File: config.mk
export PLATFORM = sky130hd
export DESIGN_NAME = c2s_sqrt
export DESIGN_NICKNAME = d
export VERILOG_FILES = /design/src/c2s_sqrt.sv
export SDC_FILE = /design/constraint.sdc
export NUM_CORES = 1
export LEC_CHECK = 0
export ABC_AREA = 1
export BUFFER_PORTS_ARGS = -buffer_cell sky130_fd_sc_hd__buf_4
export CAP_MARGIN = 0
export CORE_MARGIN = 10
export CORE_UTILIZATION = 25
export DETAILED_ROUTE_END_ITERATION = 8
export HOLD_SLACK_MARGIN = 0.15
export PLACE_DENSITY = 0.4
export RECOVER_POWER = 100
export SLEW_MARGIN = 10
export SYNTH_ARGS = -nofsm -noshare
export SYNTH_HDL_FRONTEND = slang
export SYNTH_SLANG_ARGS = --single-unit
File: constraint.sdc
create_clock -name clk_i -period 3.7 [get_ports clk_i]
set_clock_uncertainty 0.15 [all_clocks]
set_input_delay 0.555 -clock clk_i [delete_from_list [all_inputs] [get_ports clk_i]]
set_output_delay 0.555 -clock clk_i [all_outputs]
set_load 0.02 [all_outputs]
File: src/c2s_sqrt.sv
// Pipelined integer square root with round to nearest, one root bit per stage.
// Depends on nothing but its parameters; a tag travels alongside each item.
module c2s_sqrt #(
  parameter int RW    = 20,
  parameter int TAG_W = 1
) (
  input  logic              clk_i,
  input  logic              rst_ni,
  input  logic              en_i,
  input  logic              valid_i,
  input  logic [2*RW-1:0]   sq_i,
  input  logic [TAG_W-1:0]  tag_i,
  output logic              valid_o,
  output logic [RW:0]       root_o,
  output logic [TAG_W-1:0]  tag_o
);
  localparam int REM_W = RW + 2;

  logic [REM_W-1:0]  rem_q  [RW];
  logic [RW-1:0]     root_q [RW];
  logic [2*RW-1:0]   sq_q   [RW];
  logic [TAG_W-1:0]  tag_q  [RW+1];
  logic [RW:0]       vld_q;
  logic [RW:0]       res_q;
  logic [REM_W-1:0]  root_ext;

  always_ff @(posedge clk_i or negedge rst_ni) begin
    if (!rst_ni) begin
      vld_q <= '0;
    end else if (en_i) begin
      vld_q <= {vld_q[RW-1:0], valid_i};
    end
  end

  for (genvar j = 0; j < RW; j++) begin : g_step
    localparam int B = RW - 1 - j;
    logic [REM_W-1:0] rem_src;
    logic [REM_W-1:0] rem_sh;
    logic [REM_W-1:0] trial;
    logic [RW-1:0]    root_src;
    logic [2*RW-1:0]  sq_src;
    logic [TAG_W-1:0] tag_src;

    if (j == 0) begin : g_first
      assign rem_src  = '0;
      assign root_src = '0;
      assign sq_src   = sq_i;
      assign tag_src  = tag_i;
    end else begin : g_next
      assign rem_src  = rem_q[j-1];
      assign root_src = root_q[j-1];
      assign sq_src   = sq_q[j-1];
      assign tag_src  = tag_q[j-1];
    end

    // bring down the next two radicand bits and try root bit = 1
    assign rem_sh = {rem_src[REM_W-3:0], sq_src[2*B+1 -: 2]};
    assign trial  = {root_src, 2'b01};

    always_ff @(posedge clk_i) begin
      if (en_i) begin
        if (rem_sh >= trial) begin
          rem_q[j]  <= rem_sh - trial;
          root_q[j] <= {root_src[RW-2:0], 1'b1};
        end else begin
          rem_q[j]  <= rem_sh;
          root_q[j] <= {root_src[RW-2:0], 1'b0};
        end
        sq_q[j]  <= sq_src;
        tag_q[j] <= tag_src;
      end
    end
  end

  assign root_ext = REM_W'(root_q[RW-1]);

  // remainder above the root means the value sits past the halfway point
  always_ff @(posedge clk_i) begin
    if (en_i) begin
      res_q      <= (RW+1)'(root_q[RW-1]) + (RW+1)'(rem_q[RW-1] > root_ext);
      tag_q[RW]  <= tag_q[RW-1];
    end
  end

  assign valid_o = vld_q[RW];
  assign root_o  = res_q;
  assign tag_o   = tag_q[RW];

endmodule

# Word level (Yosys, flattened, before mapping)
# Memory sizes are Yosys's and may differ from the RTL's.
# Index checks and enable logic that the tools add are counted.
# classes
add_sub_neg	21
bitwise_logic	40
n_mux	162
n_lt_le_gt_ge	21
# op_table
op	count
$mux W22	20
$ge A22 B22 Y1	19
$sub A22 B22 Y22	19
$mux W20	20
$mux W1	122
$or A1 B1 Y1	40
$gt A22 B20 Y1	1
$add A20 B1 Y21	1
$sub A2 B1 Y3 const B	1
$ge A2 B1 Y1 const B	1
# totals
ramBits	1661
in_bits	45
word_cells	250
regBits	42
mem_count	4
output_inout_bits	23
# mem_list
name	depth	word_bits	rd	rd_clocked_by_memory_dff	write_ports	line	text
sq_q	20	40	19	0	20	21	logic [2*RW-1:0] sq_q [RW];
rem_q	20	22	20	0	20	19	logic [REM_W-1:0] rem_q [RW];
root_q	20	20	20	0	20	20	logic [RW-1:0] root_q [RW];
tag_q	21	1	21	0	21	22	logic [TAG_W-1:0] tag_q [RW+1];

# Longest topological paths before layout
# Gate-level depths: netlist of run 1.
# An unclocked memory read counts as a cell.
# logic_depth
ltp_word	6
ltp_mapped	20
mapped_depth_nobuf	20

# Worst setup path before layout of run 1
# OpenSTA, ideal clock, no wires.
# synth_timing
path_kind	register to register
from	mem root_q[19][16] (netlist: root_q[4][76])
to	reg res_q[18] (netlist: root_o[18]), data pin
setup_time_ps	262
arrival_time_ps	2419
period_less_slack_ps	2831
path_slack_ps	869
required_ps	3288
path_buffers	0
path_stages_with_launch	18
path_cell_list	edfxtp_1 inv_1 ha_1 nand2_1 nor3_1 nand3_1 nand3_1 nand2_1 inv_1 ha_1 ha_1 nand2_1 nor2_1 nand3_1 nor2_2 nand3_1 nor3_2 xor2_1
# synth_lines
item	line	text
start: declaration	20	
end signal: assignment	80	res_q <= (RW+1)'(root_q[RW-1]) + (RW+1)'(rem_q[RW-1] > root_ext);
end: declaration	24	logic [RW:0] res_q;

==> reports/qor.yml, run 1 <==
timing:
  hold_slack_ns: 0.250
  max_slew_margin_pct: -23.7
  rsz0062_at_grt: "false"
  hold_violations: 0
  setup_ws_ns: 0.199
  period_needed_ns: 3.50
  slew_violations: 245
  finalCritPeriodShare_pct: 94.6
  setup_tns_ns: 0
  worstMarginPinSlew_ns: 1.86
  setup_viol: 0
  max_freq_mhz: 286
global_route:
  grt_pass1_wl_um: 224000
  grt-ovfl-total: 0
  antenna_found_initial: 2
  grt_max_degree: 151
  grt_pass1_vias: 38910
  grt_usage_pct: 11.6
clock_network:
  cts_buffers: 133
  htreeDepth: 4
  cts_tree: "done"
  cts.sinks: 1032
  cts-root-buf: "clkbuf_16"
  clockBufferDepth: 3
  clock_latency_ns: 0.80
  clk_pin_slew_ns: 0.06
cells_and_area:
  fin_cells: 9360
  diodes: 0
  syn_to_final_growth_pct: 15.3
  nets: 6595
  drive_gt1_share_pct: 5.37
  fillers: 23483
pwr:
  power.switching_mw: 10.9
  power_mw: 35.5
  clkPwrFrac_pct: 36.7
  swShare_pct: 30.8
  ir_drop_v: 0.000496
  intPower_mw: 24.6
  comb_power_share_pct: 20.0
  sequentialPowerShare_pct: 43.3
  p_leak_nw: 28.1
  cellPowerDensity_mw_per_mm2: 555
routing:
  wl_met2_um: 66300
  top_layer: "met4"
  wl_met1_um: 68400
  vias: 39320
  via_per_inst: 4.20
  routed_wl_um: 143000
  ant_nets: 0
  wl_per_cell_um: 15.3
  drcViolationCount: 0
  drtIter0Drc: 2712
  dr.pass1.iters: 9
  dr_wl_met3_um: 5370
setup_path:
  setup.worst_path.end_class: "flop"
  worstReg2RegStart: "root_q[1][21]"
  crit_type: "in -> reg"
  arrival_ns: 3.89
  path_max_fanout: 17
  rr_worst_depth: 8
  r2r_slack_ns: 0.25
  worstPathRequired_ns: 4.09
  worst_setup_path_start_kind: "input pin"
  crit_path_end: "rem_q[3][70]"
  timing.critical_path.from: "en_i"
  reg2reg_to: "rem_q[1][51]"
floorplanning:
  core_area_mm2: 0.220
  die_y_um: 491
  ios: 68
  die_w_um: 491
  die-area_mm2: 0.241
  rows: 172
  start_util_pct: 25.2
synthesis:
  syn-instance-count: 6094
  syn_nets: 6395
  synth_top_area_share_pct: 54.6
  synth-edff-count: 1010
  ys_async_sr_fraction_pct: 2.03
  yosysWarnings: 0
  synth_ff_type: "edfxtp_1"
  avgSynthCellArea_um2: 9.11
  ys_types: 55
  synth_area_leader_cell: "edfxtp_1"
  syn_area_mm2: 0.0555
  yosysSeqAreaShare_pct: 55.6
  ys_top_cells_by_area: "edfxtp_1 55%, nand2_1 13%, inv_1 6.9%"
  ys_ff_latch: 1032
status:
  violations: "max-capacitance violations, max-slew violations"
  outcome: "finished with violations"
placed_design:
  place_ws_ns: 0.283
  dp.cells: 9072
  place_hpwl_um: 108000
  gp_congestion: 0.830
  portBuffers: 67
hold_path:
  hold_path_class: "reg -> reg"
run:
  maxCapViolations: 2
how the worst min path moves through the flow:
stage,slack [ns],cells after the start,from,end
5_1_grt,0.26,0,sq_q[3][3],sq_q[4][3]
2_1_floorplan,0.11,0,rst_ni,vld_q[0]
3_3_place_gp,0.25,0,tag_q[1][4],tag_q[1][5]
4_1_cts,0.22,2,sq_i[6],sq_q[0][6]
3_5_place_dp,0.25,0,sq_q[10][0],sq_q[11][0]
6_report,0.25,0,sq_q[5][2],sq_q[6][2]
area by class of cell:
class                           instances  area [um2]  share of cell area (%)
Multi-Input combinational cell       3944       20000                    31.2
Timing Repair Buffer                  139        1080                    1.69
Inverter                             1044        3920                    6.12
Sequential cell                      1032       30900                    48.2
Tap cell                             2958        3700                    5.78
Clock inverter                         79         983                    1.54
Clock buffer                          164        3440                    5.38
sequential cells by signal, indices dropped and copies added, names as in the netlist:
name	count
tag_q	21
root_q	210
root_o	21
rem_q	379
vld_q	21
sq_q	380
synth_stat cells (3+ instances only):
library cell  instances
clkbuf_1             25
nand3_1             353
o21ai_2              13
ha_1                256
o21ai_0             130
buf_4                 8
o211ai_1              5
dfrtp_1              21
a21oi_2               5
or2_2                 6
inv_1              1019
nand2_2              32
o21a_1                3
nand3b_1             53
nand2_4               6
edfxtp_1           1010
nor3b_1               5
xnor2_1              67
inv_2                19
buf_2                13
nand2_1            1901
xor2_1              147
nor4_1                8
o21bai_1             13
nor2_2               22
clkinv_1              4
nand4_1              82
a21oi_1             179
a21boi_0              4
nor3_1               70
nand3_2              10
a21o_1                3
nor3_2                8
o21ai_1              28
buf_6                25
nor2_1              507
and2_1               12
cells in the final DEF, fill, tap and decap left out, types with 7 or more instances in the layout:
cell type / instances
clkinvlp_4: 10
xor2_1: 147
edfxtp_1: 1010
nand2_2: 29
a21oi_1: 179
inv_1: 1027
nor2_2: 16
nand3_1: 360
nor3_2: 7
dfrtp_1: 21
nand4_1: 83
dlygate4sd3_1: 45
clkbuf_16: 133
nand2_1: 1906
inv_2: 13
xnor2_1: 67
clkbuf_1: 63
nand3b_1: 53
bufinv_16: 13
clkbuf_4: 44
and2_1: 11
o21ai_0: 166
nor2_1: 515
nor4_1: 9
nor3_1: 72
buf_4: 8
o21bai_1: 14
clkinv_2: 16
clkinv_1: 24
ha_1: 256
stage by stage:
stage / instance area, um2 / util (%)
finish: 64000 / 29.0
global placement: 59500 / 27.0
CTS: 64400 / 29.2
detailed placement: 59500 / 27.0
global route: 64000 / 29.0
floorplan: 55500 / -
cell families after synthesis:
kind of cell | Yosys count | share of synthesized area, %
xor+xnor | 214 | 3.38
compound gates | 386 | 3.74
simple gates | 3088 | 23.5
flops | 1032 | 55.6
buf+inv | 1118 | 8.02
fa+ha+maj | 256 | 5.77
critical path: stages:
cell and delay, ns:
dlygate4sd3_1 0.57, buf_8 0.18, inv_1 0.90, clkbuf_1 0.39
nor3_2 0.11, nand2_1 0.08, nor2_1 0.05, nand2_1 0.53
inv_2 0.28, nand2_1 0.13, nand2_1 0.07
power groups by stage:
stage / sequential (mW) / combinational [mW] / clock, mW
after floorplan: 15.2 / 5.24 / 0
after global placement: 15.6 / 7.18 / 0
after detailed placement: 15.6 / 7.18 / 0
after CTS: 15.4 / 7.25 / 13.6
after global routing: 15.5 / 8.22 / 14.1
final: 15.4 / 7.10 / 13.0
per-layer routing:
layer,vias up,track usage [%]
li1,20175,-
met1,18339,15.7
met2,609,19.1
met3,197,2.04
met4,0,2.97
met5,-,0
what timing repair did:
item	CTS	global route
hold buffers	45	0
endpoints found under the hold margin	89	0
buffers inserted	0	0
gates resized for setup	0	1
setup endpoints to repair	0	4
No activity file was read; power rests on OpenSTA's default activity.
==> inputs of run 2 (changes only) <==
ABC_AREA = 0   (was 1)
HOLD_SLACK_MARGIN = 0.12   (was 0.15)
==> run 2 against run 1 <==
  * The flow still finishes with violations (max-capacitance violations, max-slew violations)
  * Register-to-register slack hardly changed
  * First-iteration DRC count is 46% lower
  * Global-route usage is 2.4 points lower
  * Cell area is 12% lower
  * Maximum frequency is 1.2% higher
  * Utilization is 0.36 points higher
  * Clock power is 7% lower
  * Via count is 29% lower
  * Combinational power is 8.2% lower
  * Power is 3.5% lower
  * Critical endpoint is now rem_q[2][72]
  * Highest routed layer unchanged
==> reports/qor.yml, run 2 <==
setup_path:
  worst_setup_path_start_kind: "flop"
  arrival_ns: 3.82
  worstPathRequired_ns: 4.06
  r2r_slack_ns: 0.24
  setup.worst_path.end_class: "flop"
  path_max_fanout: 19
  crit_type: "reg -> reg"
clock_network:
  cts-root-buf: "clkbuf_16"
  clock_latency_ns: 0.77
  clk_pin_slew_ns: 0.06
  cts_buffers: 132
  htreeDepth: 4
  cts.sinks: 1032
  postCtsSetupBuffers: 0
  cts_tree: "done"
  clockBufferDepth: 3
timing:
  worstMarginPinSlew_ns: 2.13
  hold_violations: 0
  max_freq_mhz: 289
  rsz0062_at_grt: "false"
  period_needed_ns: 3.46
  max_slew_margin_pct: -42.1
  finalCritPeriodShare_pct: 93.5
  slew_violations: 366
  setup_viol: 0
  setup_tns_ns: 0
global_route:
  grt_pass1_vias: 29140
  grt_usage_pct: 9.22
  antenna_found_initial: 1
  grt-ovfl-total: 0
  grt_pass1_wl_um: 158000
  grt_max_degree: 159
synthesis:
  synth_most_common_cell: "edfxtp_1"
  ys_ff_latch: 1032
  yosysSeqAreaShare_pct: 63.9
  synth_ff_type: "edfxtp_1"
  synth_top_area_share_pct: 62.8
  ys_top_cells_by_area: "edfxtp_1 63%, ha_1 6.6%, xnor2_1 3.5%"
  synth_area_leader_cell: "edfxtp_1"
  synth-edff-count: 1010
  synth_common_cells: "1,010 x edfxtp_1, 312 x inv_1, 256 x ha_1"
  syn-instance-count: 3669
  ys_async_sr_fraction_pct: 2.03
  avgSynthCellArea_um2: 13.2
  yosysWarnings: 0
  syn_area_mm2: 0.0483
  syn_nets: 3970
  ys_types: 86
placed_design:
  portBuffers: 67
  dp.cells: 6266
  gp_congestion: 0.771
  place_hpwl_um: 68400
floorplanning:
  die-area_mm2: 0.211
  core_area_mm2: 0.192
  rows: 161
  ios: 68
  start_util_pct: 25.1
  die_w_um: 459
  die_y_um: 459
cells_and_area:
  nets: 4221
  largest_reg_flops: 380
  fillers: 19439
  syn_to_final_growth_pct: 17.1
  seq_area_mm2: 0.0309
  multi_input_area_mm2: 0.0159
  top_regs: "sq_q x380, rem_q x379, root_q x210"
  largest-register: "sq_q"
  drive_gt1_share_pct: 9.80
  fin_cells: 6548
  final_cell_mix: "1,010 x edfxtp_1, 312 x inv_1, 256 x ha_1"
  final_common_cell: "edfxtp_1"
run:
  maxCapViolations: 4
status:
  outcome: "finished with violations"
  violations: "max-capacitance violations, max-slew violations"
routing:
  drtIter0Drc: 1474
  dr.pass1.iters: 7
  via_per_inst: 4.27
  ant_nets: 0
  vias: 27979
  drcViolationCount: 0
  routed_wl_um: 97300
  wl_per_cell_um: 14.9
hold_path:
  hold_path_class: "reg -> reg"
pwr:
  power_mw: 34.3
  cellPowerDensity_mw_per_mm2: 606
  p_leak_nw: 21.2
  ir_drop_v: 0.000355
-- run 2: cell types whose count changed in the layout (fill, tap and decap cells not counted), moves of 43 or more --
cell,change
inv_1,-715
nand3_1,-292
nand2_1,-1717
a21o_1,+98
o21a_1,+46
nor2_1,-296
xnor2_1,+128
nand2b_1,+43
mux2_2,+77
nand4_1,-47
-- run 2: what timing repair did --
action                                  4_1_cts  5_1_grt
gates resized for setup                       0        2
endpoints found under the setup margin        0        4
endpoints found under the hold margin        73        0
hold buffers                                 46        0
-- run 2: final cells by class --
cell class | instances | area share [%]
Antenna cell | 1 | 0.00442
Clock inverter | 78 | 1.12
Tap cell | 2526 | 5.59
Sequential cell | 1032 | 54.6
Inverter | 312 | 2.07
Timing Repair Buffer | 200 | 2.50
Multi-Input combinational cell | 2242 | 28.0
Clock buffer | 157 | 6.08
-- run 2: kinds of logic (layout without fill, tap and decap cells) --
kind of cell | Yosys count | after routing | share of synthesized area [%]
AOI/OAI and AO/OA | 698 | 698 | 9.11
xor gates and xnor gates | 313 | 313 | 5.68
and+or+nand+nor | 884 | 884 | 9.39
muxes | 91 | 91 | 2.11
other | 0 | 1 | 0
DFF | 1032 | 1032 | 63.9
adders and majority gates | 256 | 256 | 6.63
buffers and inverters | 395 | 747 | 3.14
-- run 2: metal layers --
layer  track usage (%)  wire length [um]  vias to the layer above
met4              3.87              3710                        0
met5                 0                 0                        -
li1                  -                 -                    14069
met2              15.5             46800                      409
met1              11.3             42900                    13286
met3              2.20              3870                      215
-- run 2: path summary, 6_finish.rpt --
kind                                end          from  cells after the start
max                        rem_q[2][72]  rem_q[2][51]                      7
min                         sq_q[2][17]   sq_q[1][17]                      0
max reg2reg                rem_q[2][72]  rem_q[2][51]                      7
min reg2reg                 sq_q[2][17]   sq_q[1][17]                      0
max in group asynchronous     vld_q[14]        rst_ni                      3
min in group asynchronous     vld_q[19]        rst_ni                      3
-- run 2: worst max-delay path: stages (launching register included) --
cell and delay [ns]:
edfxtp_1 0.43, ha_1 0.42, and4_1 0.24, nand2_1 0.10, o311ai_0 0.49, nand3b_1 0.22, clkbuf_1 0.73, mux2_2 0.42
-- run 2: report_power, final --
part           switching, mW  internal [mW]  leakage (nW)
sequential             0.832           14.8          10.0
clock                   5.09           6.97          2.00
combinational           3.61           2.91          9.26
total                   9.53           24.7          21.2
-- run 2: stage by stage --
step / worst slack (ns) / cell area (um2) / hold slack [ns] / utilization [%]
after detailed placement: 0.154 / 52400 / 0.255 / 27.2
after floorplan: 0.671 / 48300 / 0.109 / -
after global routing: 0.0296 / 56600 / 0.261 / 29.4
after CTS: 0.113 / 56900 / 0.251 / 29.6
after global placement: 0.158 / 52400 / 0.250 / 27.2
final: 0.241 / 56600 / 0.253 / 29.4
